===== config.mk =====
export PLATFORM = sky130hd
export DESIGN_NAME = selectable_window_moving_average_unit
export DESIGN_NICKNAME = d
export VERILOG_FILES = /design/src/sv/swma_pkg.sv /design/src/sv/swma_ram.sv /design/src/sv/selectable_window_moving_average_unit.sv
export SDC_FILE = /design/constraint.sdc
export NUM_CORES = 1
export LEC_CHECK = 0
export ABC_CLOCK_PERIOD_IN_PS = 6800
export BUFFER_PORTS_ARGS = -buffer_cell sky130_fd_sc_hd__buf_4
export CAP_MARGIN = 20
export CELL_PAD_IN_SITES_DETAIL_PLACEMENT = 1
export CELL_PAD_IN_SITES_GLOBAL_PLACEMENT = 1
export CORE_MARGIN = 4
export CORE_UTILIZATION = 55
export DETAILED_ROUTE_END_ITERATION = 16
export GPL_ROUTABILITY_DRIVEN = 0
export PLACE_DENSITY_LB_ADDON = 0.12
export SLEW_MARGIN = 0
export SYNTH_ARGS = -nofsm -noshare
export SYNTH_HDL_FRONTEND = slang
export SYNTH_SLANG_ARGS = --single-unit

===== constraint.sdc =====
create_clock -name clock -period 6.8 [get_ports clock]
set_clock_uncertainty 0.05 [all_clocks]
set_input_delay 0.68 -clock clock [delete_from_list [all_inputs] [get_ports clock]]
set_output_delay 0.68 -clock clock [all_outputs]
set_load 0.01 [all_outputs]

===== src/sv/swma_pkg.sv =====
// ----------------------------------------------------------------------------
// swma_pkg
// Shared sizes and the window reset value for the selectable-window moving average unit.
// ----------------------------------------------------------------------------
package swma_pkg;

   localparam int WINDOW_MAX    = 9;
   localparam int SAMPLE_BITS   = 8;

   // fixed field widths of the stream and register ports
   localparam int SAMPLE_IN_W   = 8;
   localparam int AVERAGE_W     = 8;
   localparam int WINDOW_REG_W  = 4;
   localparam int WINDOW_RESET  = 9;

   localparam int ADDR_W  = (WINDOW_MAX > 1) ? $clog2(WINDOW_MAX) : 1;
   localparam int WIN_W   = $clog2(WINDOW_MAX + 1);
   localparam int CMP_W   = (WIN_W > WINDOW_REG_W) ? WIN_W : WINDOW_REG_W;
   localparam int SUM_W   = $clog2(WINDOW_MAX * ((2 ** SAMPLE_BITS) - 1) + 1);
   localparam int QB_W    = (SAMPLE_BITS > 1) ? $clog2(SAMPLE_BITS) : 1;

endpackage


===== src/sv/swma_ram.sv =====
// ----------------------------------------------------------------------------
// swma_ram
// Generic simple dual-port RAM: one write port, one read port, registered read.
// ----------------------------------------------------------------------------
module swma_ram #(
   parameter int WIDTH = 8,
   parameter int DEPTH = 16
) (
   input  logic                             clock,
   input  logic                             we,
   input  logic [$clog2(DEPTH > 1 ? DEPTH : 2)-1:0] waddr,
   input  logic [WIDTH-1:0]                 wdata,
   input  logic [$clog2(DEPTH > 1 ? DEPTH : 2)-1:0] raddr,
   output logic [WIDTH-1:0]                 rdata
);

   logic [WIDTH-1:0] mem [DEPTH];
   logic [WIDTH-1:0] rdata_ff;

   always_ff @(posedge clock) begin
      if (we) begin
         mem[waddr] <= wdata;
      end
      rdata_ff <= mem[raddr];
   end

   assign rdata = rdata_ff;

endmodule


===== src/sv/selectable_window_moving_average_unit.sv =====
// ----------------------------------------------------------------------------
// selectable_window_moving_average_unit
// Circular sample store with a selectable averaging window of 1 to WINDOW_MAX.
// ----------------------------------------------------------------------------
// Each accepted sample is written into a small RAM at the write position, which
// then advances and wraps once it passes the last entry of the current window.
// The block then reads store entries 0 to window-1 one per cycle through the
// RAM read port, sums them, and divides by the window with a restoring divider
// that resolves one quotient bit per cycle. One item is worked at a time; a
// finished average waits in the output register while the next sample is
// taken. Entries never written read as zero through per-entry valid bits, so
// no clearing pass follows reset. A window write of 0 acts as 1 and values
// above WINDOW_MAX act as WINDOW_MAX; the store is not cleared when the window
// changes.
module selectable_window_moving_average_unit
   import swma_pkg::*;
(
   input  logic                    clock,
   input  logic                    reset,
   // slave side, tdata: [7:0] sample
   input  logic                    req_tvalid,
   output logic                    req_tready,
   input  logic [7:0]              req_tdata,
   // master side, tdata: [7:0] average
   output logic                    rsp_tvalid,
   input  logic                    rsp_tready,
   output logic [7:0]              rsp_tdata,
   // window_size register
   input  logic                    csr_we,
   input  logic [WINDOW_REG_W-1:0] csr_wdata
);

   typedef enum logic [2:0] {
      S_IDLE,
      S_READ,
      S_DRAIN,
      S_DIV,
      S_OUT
   } state_type;

   state_type               state_ff;
   logic [WINDOW_REG_W-1:0] window_ff;
   logic [ADDR_W-1:0]       write_position_ff;
   logic [WINDOW_MAX-1:0]   valid_ff;
   logic [WIN_W-1:0]        n_ff;
   logic [ADDR_W-1:0]       rd_idx_ff;
   logic                    rd_pend_ff;
   logic                    rd_hit_ff;
   logic [SUM_W-1:0]        acc_ff;
   logic [SUM_W-1:0]        rem_ff;
   logic [SAMPLE_BITS-1:0]  quot_ff;
   logic [QB_W-1:0]         bit_ff;
   logic                    rsp_tvalid_ff;
   logic [AVERAGE_W-1:0]    rsp_tdata_ff;

   logic                    accept;
   logic [CMP_W-1:0]        win_wide;
   logic [WIN_W-1:0]        n_eff;
   logic [ADDR_W-1:0]       pos_cur;
   logic [WIN_W-1:0]        pos_inc;
   logic [ADDR_W-1:0]       pos_in;
   logic [SAMPLE_IN_W+SAMPLE_BITS-1:0] sample_wide;
   logic [SAMPLE_BITS-1:0]  ram_q;
   logic [SUM_W-1:0]        acc_in;
   logic [SUM_W:0]          den_shift;
   logic                    div_ge;
   logic [SUM_W-1:0]        rem_in;
   logic [SAMPLE_BITS-1:0]  quot_in;
   logic                    out_free;

   assign accept     = req_tvalid && req_tready;
   assign req_tready = (state_ff == S_IDLE);
   assign out_free   = !rsp_tvalid_ff || rsp_tready;

   // effective window, clamped to 1..WINDOW_MAX
   always_comb begin
      win_wide = CMP_W'(window_ff);
      priority if (win_wide == '0) begin
         n_eff = WIN_W'(1);
      end else if (win_wide > CMP_W'(WINDOW_MAX)) begin
         n_eff = WIN_W'(WINDOW_MAX);
      end else begin
         n_eff = WIN_W'(win_wide);
      end
   end

   always_comb begin
      pos_cur = (WIN_W'(write_position_ff) >= WIN_W'(WINDOW_MAX)) ? '0 : write_position_ff;
      pos_inc = WIN_W'(pos_cur) + WIN_W'(1);
      pos_in  = (pos_inc >= n_eff) ? '0 : ADDR_W'(pos_inc);
   end

   assign sample_wide = {{SAMPLE_BITS{1'b0}}, req_tdata};

   swma_ram #(
      .WIDTH (SAMPLE_BITS),
      .DEPTH (WINDOW_MAX)
   ) u_store (
      .clock (clock),
      .we    (accept),
      .waddr (pos_cur),
      .wdata (sample_wide[SAMPLE_BITS-1:0]),
      .raddr (rd_idx_ff),
      .rdata (ram_q)
   );

   // entries never written read as zero
   assign acc_in = acc_ff + ((rd_pend_ff && rd_hit_ff) ? SUM_W'(ram_q) : '0);

   // restoring division, one quotient bit per cycle
   always_comb begin
      den_shift = (SUM_W + 1)'(n_ff) << bit_ff;
      div_ge    = ({1'b0, rem_ff} >= den_shift);
      rem_in    = div_ge ? (rem_ff - SUM_W'(den_shift)) : rem_ff;
      quot_in   = {quot_ff[SAMPLE_BITS-2:0], div_ge};
   end

   always_ff @(posedge clock) begin
      if (reset) begin
         state_ff          <= S_IDLE;
         window_ff         <= WINDOW_REG_W'(WINDOW_RESET);
         write_position_ff <= '0;
         valid_ff          <= '0;
         rd_pend_ff        <= 1'b0;
         rsp_tvalid_ff     <= 1'b0;
         n_ff              <= WIN_W'(1);
         rd_idx_ff         <= '0;
         bit_ff            <= '0;
      end else begin
         if (csr_we) begin
            window_ff <= csr_wdata;
         end
         if (state_ff == S_OUT && out_free) begin
            rsp_tvalid_ff <= 1'b1;
         end else if (rsp_tready) begin
            rsp_tvalid_ff <= 1'b0;
         end
         rd_pend_ff <= (state_ff == S_READ);
         rd_hit_ff  <= valid_ff[rd_idx_ff];
         // accumulator starts from zero for every sweep
         acc_ff     <= (state_ff == S_IDLE) ? '0 : acc_in;

         unique case (state_ff)
            S_IDLE: begin
               if (accept) begin
                  valid_ff[pos_cur] <= 1'b1;
                  write_position_ff <= pos_in;
                  n_ff              <= n_eff;
                  rd_idx_ff         <= '0;
                  state_ff          <= S_READ;
               end
            end
            S_READ: begin
               if (WIN_W'(rd_idx_ff) == n_ff - WIN_W'(1)) begin
                  state_ff <= S_DRAIN;
               end else begin
                  rd_idx_ff <= rd_idx_ff + ADDR_W'(1);
               end
            end
            S_DRAIN: begin
               // last read lands in the accumulator this cycle
               state_ff <= S_DIV;
               bit_ff   <= QB_W'(SAMPLE_BITS - 1);
               quot_ff  <= '0;
               rem_ff   <= acc_in;
            end
            S_DIV: begin
               rem_ff  <= rem_in;
               quot_ff <= quot_in;
               if (bit_ff == '0) begin
                  state_ff <= S_OUT;
               end else begin
                  bit_ff <= bit_ff - QB_W'(1);
               end
            end
            S_OUT: begin
               if (out_free) begin
                  rsp_tdata_ff  <= AVERAGE_W'(quot_ff);
                  state_ff      <= S_IDLE;
               end
            end
            default: begin
               state_ff <= S_IDLE;
            end
         endcase
      end
   end

   assign rsp_tvalid = rsp_tvalid_ff;
   assign rsp_tdata  = rsp_tdata_ff;

   // an accepted sample always starts the store sweep
   a_accept_starts_read: assert property (@(posedge clock) disable iff (reset)
      accept |=> (state_ff == S_READ))
      else $error("accepted sample did not start the read sweep");

   // the write position never leaves the store
   a_position_in_store: assert property (@(posedge clock) disable iff (reset)
      WIN_W'(write_position_ff) < WIN_W'(WINDOW_MAX))
      else $error("write position outside the sample store");

   // the sweep never reads past the latched window
   a_read_in_window: assert property (@(posedge clock) disable iff (reset)
      (state_ff == S_READ) |-> (WIN_W'(rd_idx_ff) < n_ff))
      else $error("store read beyond the window");

   // partial remainder stays below twice the divisor scaled to the current bit
   a_div_bound: assert property (@(posedge clock) disable iff (reset)
      (state_ff == S_DIV) |-> ({1'b0, rem_ff} < (den_shift << 1)))
      else $error("divider remainder out of range");

   // the output register is only reloaded once the previous result has left
   a_no_overwrite: assert property (@(posedge clock) disable iff (reset)
      (state_ff == S_OUT && rsp_tvalid_ff && !rsp_tready) |=> (state_ff == S_OUT))
      else $error("pending result overwritten");

endmodule


### Word level (Yosys, flattened, before mapping)

Memory sizes are Yosys's and may differ from the RTL's. A register that Yosys moved wholly into a read port is not among the register bits.
Cells that the tools add are included.
Widths: inputs -> output; s select.

* register bits: 74
* RAM bits: 72
* bits of input ports: 17
* output and inout bits: 10
* logic and storage cells: 88
* memories kept: 1

* $add $sub $neg: 6
* magnitude comparators: 7
* equality and inequality tests: 12
* shift operators: 1
* mux-type cells: 26
* bitwise gates (word level): 2
* reductions and logical operators: 19

Memory list
* u_store.mem: depth 9, width 8, read ports 1, clocked after Yosys merged registers in 1, wr ports 1, line swma_ram.sv:17 `logic [WIDTH-1:0] mem [DEPTH];`

Operators with widths (number)
* $mux 4: 6
* $pmux 12 s2: 1
* $pmux 8 s2: 1
* $mux 3: 5
* $pmux 3 s5: 1
* $ge 12x13->1: 1
* $shl 4x3->13: 1
* $add 12x8->12: 1
* $mux 12: 1
* $sub 12x12->12: 1
* $lt 4x5->1 const B: 2
* $ne 2x2->1 const B: 5
* $or 9x9->9: 1
* $reduce_and 3->1: 3
* $add 4x1->4 const B: 2
* $mux 8: 1
* $pmux 4 s2: 1
* $eq 3x2->1 const B: 2
* $logic_not 3->1: 2
* $mux 1: 6
* $pmux 3 s2: 1
* $reduce_and 2->1: 3
* $reduce_bool 2->1: 3
* $bmux 1 s4: 1
* other kinds (17): 21

### Logic depth before layout (Yosys ltp)

* depth in word-level cells: 7
* mapped depth: 13
* depth with buffers taken out: 12

### Cells and area by module

A second synthesis with hierarchy kept.

* cell total of the unflattened synthesis: 594
* area total of the unflattened synthesis: 7369.6 um2

By module, submodules not included
* selectable_window_moving_average_unit: times used 1, cells an instance 423, area an instance 4305.4 um2, sequential area each 1891.8 um2
* swma_ram: times used 1, cells an instance 171, area an instance 3064.2 um2, sequential area each 2322.2 um2

### Worst setup path before layout

No wires, ideal clock.

* path type: register to register
* start point: register bit_ff[1]
* end point: register rem_ff[0], enable pin
* data arrival time: 2.551 ns
* required time: 6.366 ns
* setup slack: 3.815 ns
* stages on the path, launching flop included: 10
* period minus slack after synthesis: 2.985 ns
* cells stage by stage: dfxtp_1 > clkbuf_1 > or3_1 > ha_1 > nor2b_1 > nor2_1 > o21ai_1 > a21o_1 > o21bai_1 > a21boi_1

* longest elaborated chain between the ends: 4

Ends and longest elaborated chain
* start, declared: line selectable_window_moving_average_unit.sv:52 `logic [QB_W-1:0] bit_ff;`
* start signal, assigned: line selectable_window_moving_average_unit.sv:163 `bit_ff <= QB_W'(SAMPLE_BITS - 1);`
* start signal, assigned: line selectable_window_moving_average_unit.sv:173 `bit_ff <= bit_ff - QB_W'(1);`
* $shl 4x3->13: line selectable_window_moving_average_unit.sv:112 `den_shift = (SUM_W + 1)'(n_ff) << bit_ff;`
* $ge 12x13->1: line selectable_window_moving_average_unit.sv:113 `div_ge = ({1'b0, rem_ff} >= den_shift);`
* $ne 2x2->1 (no source line)
* $reduce_and 3->1 (no source line)
* end signal, assigned: line selectable_window_moving_average_unit.sv:165 `rem_ff <= acc_in;`
* end signal, assigned: line selectable_window_moving_average_unit.sv:168 `rem_ff <= rem_in;`
* end, declared: line selectable_window_moving_average_unit.sv:50 `logic [SUM_W-1:0] rem_ff;`

Every way passes these cells.
A chain may end at the register's enable or synchronous reset.

### Final worst setup path

* start point: register bit_ff[0]
* end point: register rem_ff[3], enable pin

Same word-level chain as after synthesis.

==> metrics.csv <==
metric;value;unit
GRT Total Usage;23.8;%
CP Cell Sequence;mux2i_1 > or3_1 > ha_1 > nor2b_1 > nor2_1 > o21ai_1 > a21o_1 > o21bai_1 > a21boi_1;
Critical Path AT;3.69;ns
setup bufs post-CTS;0;
Compound-Gate Fraction of Synth Area;9.29;%
Worst slew margin;23.1;%
Max Buffers Root-to-Sink;2;
critical path type;reg -> reg;
register share of total power;46.5;%
CTS Buf Count;17;
P_leak;2.94;nW
clock sink count;154;
core footprint;0.0127;mm^2
worst-path maximum fanout;14;
initial antenna violation count;0;
Synth Cell Area;0.00715;mm^2
Pre-antenna DRT Iters;4;
root buf cell;clkbuf_16;
worst skew pair latency;0.43;ns
P_int;0.00177;W
DR vias/cell;5.92;
Final Critical Period;3.70;ns
Avg Synthesized Cell Area;12.8;um^2
Post-Synth Adder-Cell Area;6.34;%
Clk pwr share;39.1;%
Pwr per Cell Area;297;mW/mm^2
async set-reset flop share out of synthesis;0;%
Hold Crit Class;reg -> reg;
Hold Buf Count CTS;0;
Slew Limit Fails;0;
Final setup viols;0;
setup TNS;0;ns
post-synthesis cell type count;55;
max_cap viols;0;
Comb pwr share;14.4;%
RSZ-0062 raised after global routing;false;
Final Hold Viols;0;
R2R depth;9;
Yosys warnings;0;
area share of the largest cell type after synthesis;47.5;%
global route overflow;0;
pin count of the biggest net entering global routing;27;
ranking of synthesized cells by area;edfxtp_1 47%, dfxtp_1 11%, ha_1 5.8%;
# resized after CTS;0;
Startpoint Class;register;
Critical Path RT;6.79;ns
worst hold start;quot_ff[7]$_SDFFCE_PN0P_;
Synth Net Count;609;
Die X;122;um
largest family of logic cells by synthesized area;simple AND/OR/NAND/NOR gates;
P&R area growth vs syn;13.1;%
pre-CTS setup slack;3.11;ns
Sw Share;26.5;%
Crit. Startpoint;bit_ff[0]$_SDFFE_PP0P_;
reg2reg end;rem_ff[3]$_DFFE_PP_;
full die area;0.0149;mm^2
Routed Antenna Nets;0;
total power;0.00240;W
Via Count;4551;
initial core utilization;56.4;%
final wirelength;16400;um
number of fill cells;1233;
post-DP HPWL;11000;um
Seq cells post-synth;154;
vias in the first global route;4932;
peak supply drop;232;uV
first-pass GRT wire length;26400;um
Net Sw Power;0.000638;W
# diodes;0;
H-tree levels;4;
post-synthesis xor/xnor area fraction;3.52;%
CP endpoint kind;register;
DIE HEIGHT;122;um
status;completed;
share of cells above drive strength 1;14.1;%
Most used DFF post-synth;edfxtp_1;
TritonCTS clock tree;built;
sequential share of the synthesized area;58.9;%
DR WL/cell;21.3;um
final net count;636;
worst reg2reg setup slack;3.10;ns
Worst-path clk slew;0.07;ns
highest clock rate;0.270;GHz
Initial DRC Count;206;
Synth Area in Simple Gates;11.5;%
slew at the pin closest to its max-slew limit;1.15;ns
DR DRC count;0;
Worst Hold Depth;0;
Post-synth EDFFs;113;
area leader, netlist;edfxtp_1;
crit share post-route;54.4;%
Mapped Cells;557;
crit-path leading delay family;compound AO/OA/AOI/OAI gates;
post-synthesis mux area share;8.40;%
final worst slack;3.10;ns
Crit path buffers/inverters;0;
max incr delay on CP;0.83;ns
Worst R2R Start;bit_ff[0]$_SDFFE_PP0P_;
I/O pins;27;
Port-buffer cells;26;
hold path endpoint;rsp_tdata[7]$_DFFE_PP_;
Placement Rows;41;
slowest cell on the critical path;a21boi_1;
synth_stat cells, drive strengths merged, types with 2 or more instances:
master / n
o211ai: 2
mux2: 4
o21bai: 3
nand2: 43
a211oi: 4
dfxtp: 41
and3: 18
nand3b: 2
nor2b: 8
edfxtp: 113
a22o: 4
o2111ai: 2
inv: 16
xnor2: 18
nor2: 41
a21oi: 23
o21ai: 28
xor2: 8
a311oi: 2
a21o: 10
buf: 8
nand4: 4
or3: 3
and2: 15
nor3: 13
nand2b: 5
mux2i: 15
clkbuf: 13
o21a: 12
fa: 2
a31oi: 4
nor3b: 2
mux4: 18
nand3: 5
or3b: 2
ha: 33
final cells by class:
type	instances	area [um^2]	share of cell area (%)
multi-input cells	366	2790	34.5
clock inverters	14	161	2.00
clock buffers	18	429	5.31
well taps	172	215	2.66
flip-flops and latches	154	4210	52.1
repair buffers	29	218	2.69
inverters	16	60.1	0.742
metrics by stage:
step                      hold slack (ns)  instances  utilization, %  cell area, um^2
after global placement              0.355        736            59.1             7490
after detailed placement            0.357        736            59.1             7490
after CTS                           0.373        768            63.8             8080
after global routing                0.393        769            63.8             8090
final                               0.377        769            63.8             8090
after floorplan                     0.350        557               -             7150
per-layer routing:
layer	up-vias	part of all wire, %	GRT usage (%)
met5	-	0	0
met4	0	2.1	9.31
met3	29	2.3	4.87
met2	77	54	42.6
met1	2308	42	28.2
li1	2137	-	-
power by group through the flow:
stage          logic (W)  registers [W]  clock network, W
6_report        0.000345        0.00112          0.000941
3_5_place_dp    0.000340        0.00114                 0
3_3_place_gp    0.000325        0.00113                 0
5_1_grt         0.000383        0.00112           0.00100
2_1_floorplan   0.000260        0.00111                 0
4_1_cts         0.000347        0.00112          0.000956
worst max path at each step:
stage               cells after the start             endpoint
floorplan                               9  rem_ff[0]$_DFFE_PP_
global placement                        9  rem_ff[0]$_DFFE_PP_
detailed placement                      9  rem_ff[0]$_DFFE_PP_
CTS                                     9  rem_ff[3]$_DFFE_PP_
global route                           11  rem_ff[1]$_DFFE_PP_
finish                                  9  rem_ff[3]$_DFFE_PP_
flip-flops by register name (all words and copies together) (netlist names):
name,flops
u_store.mem,72
acc_ff,12
rem_ff,12
valid_ff,9
quot_ff,8
rsp_tdata,8
u_store.rdata,8
n_ff,4
rd_idx_ff,4
win_wide,4
write_position_ff,4
bit_ff,3
state_ff,3
rd_hit_ff,1
rd_pend_ff,1
rsp_tvalid,1
cell families (layout without fill, tap and decap cells):
logic type / after synthesis / count (layout)
AO/OA/AOI/OAI: 103 / 103
XOR/XNOR: 27 / 27
adder cells (fa/ha/maj): 35 / 35
buffers and inverters: 37 / 77
flip-flops: 154 / 154
multiplexers: 37 / 37
AND/OR/NAND/NOR: 164 / 164
cells in the final DEF (no fill, tap or decap), types with 3 or more instances in the layout:
cell	count
o21bai_1	3
buf_4	28
nand4_1	4
dfxtp_1	41
mux4_2	18
a211oi_1	4
a21oi_1	23
nor3_1	12
o21a_1	12
edfxtp_1	113
ha_1	33
nand2b_1	5
xor2_1	8
nand2_1	42
o21ai_1	19
inv_1	14
clkbuf_16	17
o21ai_0	9
xnor2_1	18
nand3_1	5
and2_1	15
a22o_1	4
nor2b_1	8
inv_6	4
nor2_1	41
a31oi_1	4
or3_1	3
mux2i_1	15
a21o_1	10
clkinvlp_4	3
and3_1	18
worst register-to-register path, stage by stage (launching register included):
cell	delay, ns
dfxtp_1	0.61
mux2i_1	0.20
or3_1	0.38
ha_1	0.31
nor2b_1	0.22
nor2_1	0.08
o21ai_1	0.32
a21o_1	0.20
o21bai_1	0.11
a21boi_1	0.83
No activity file was read; power rests on OpenSTA's default activity.
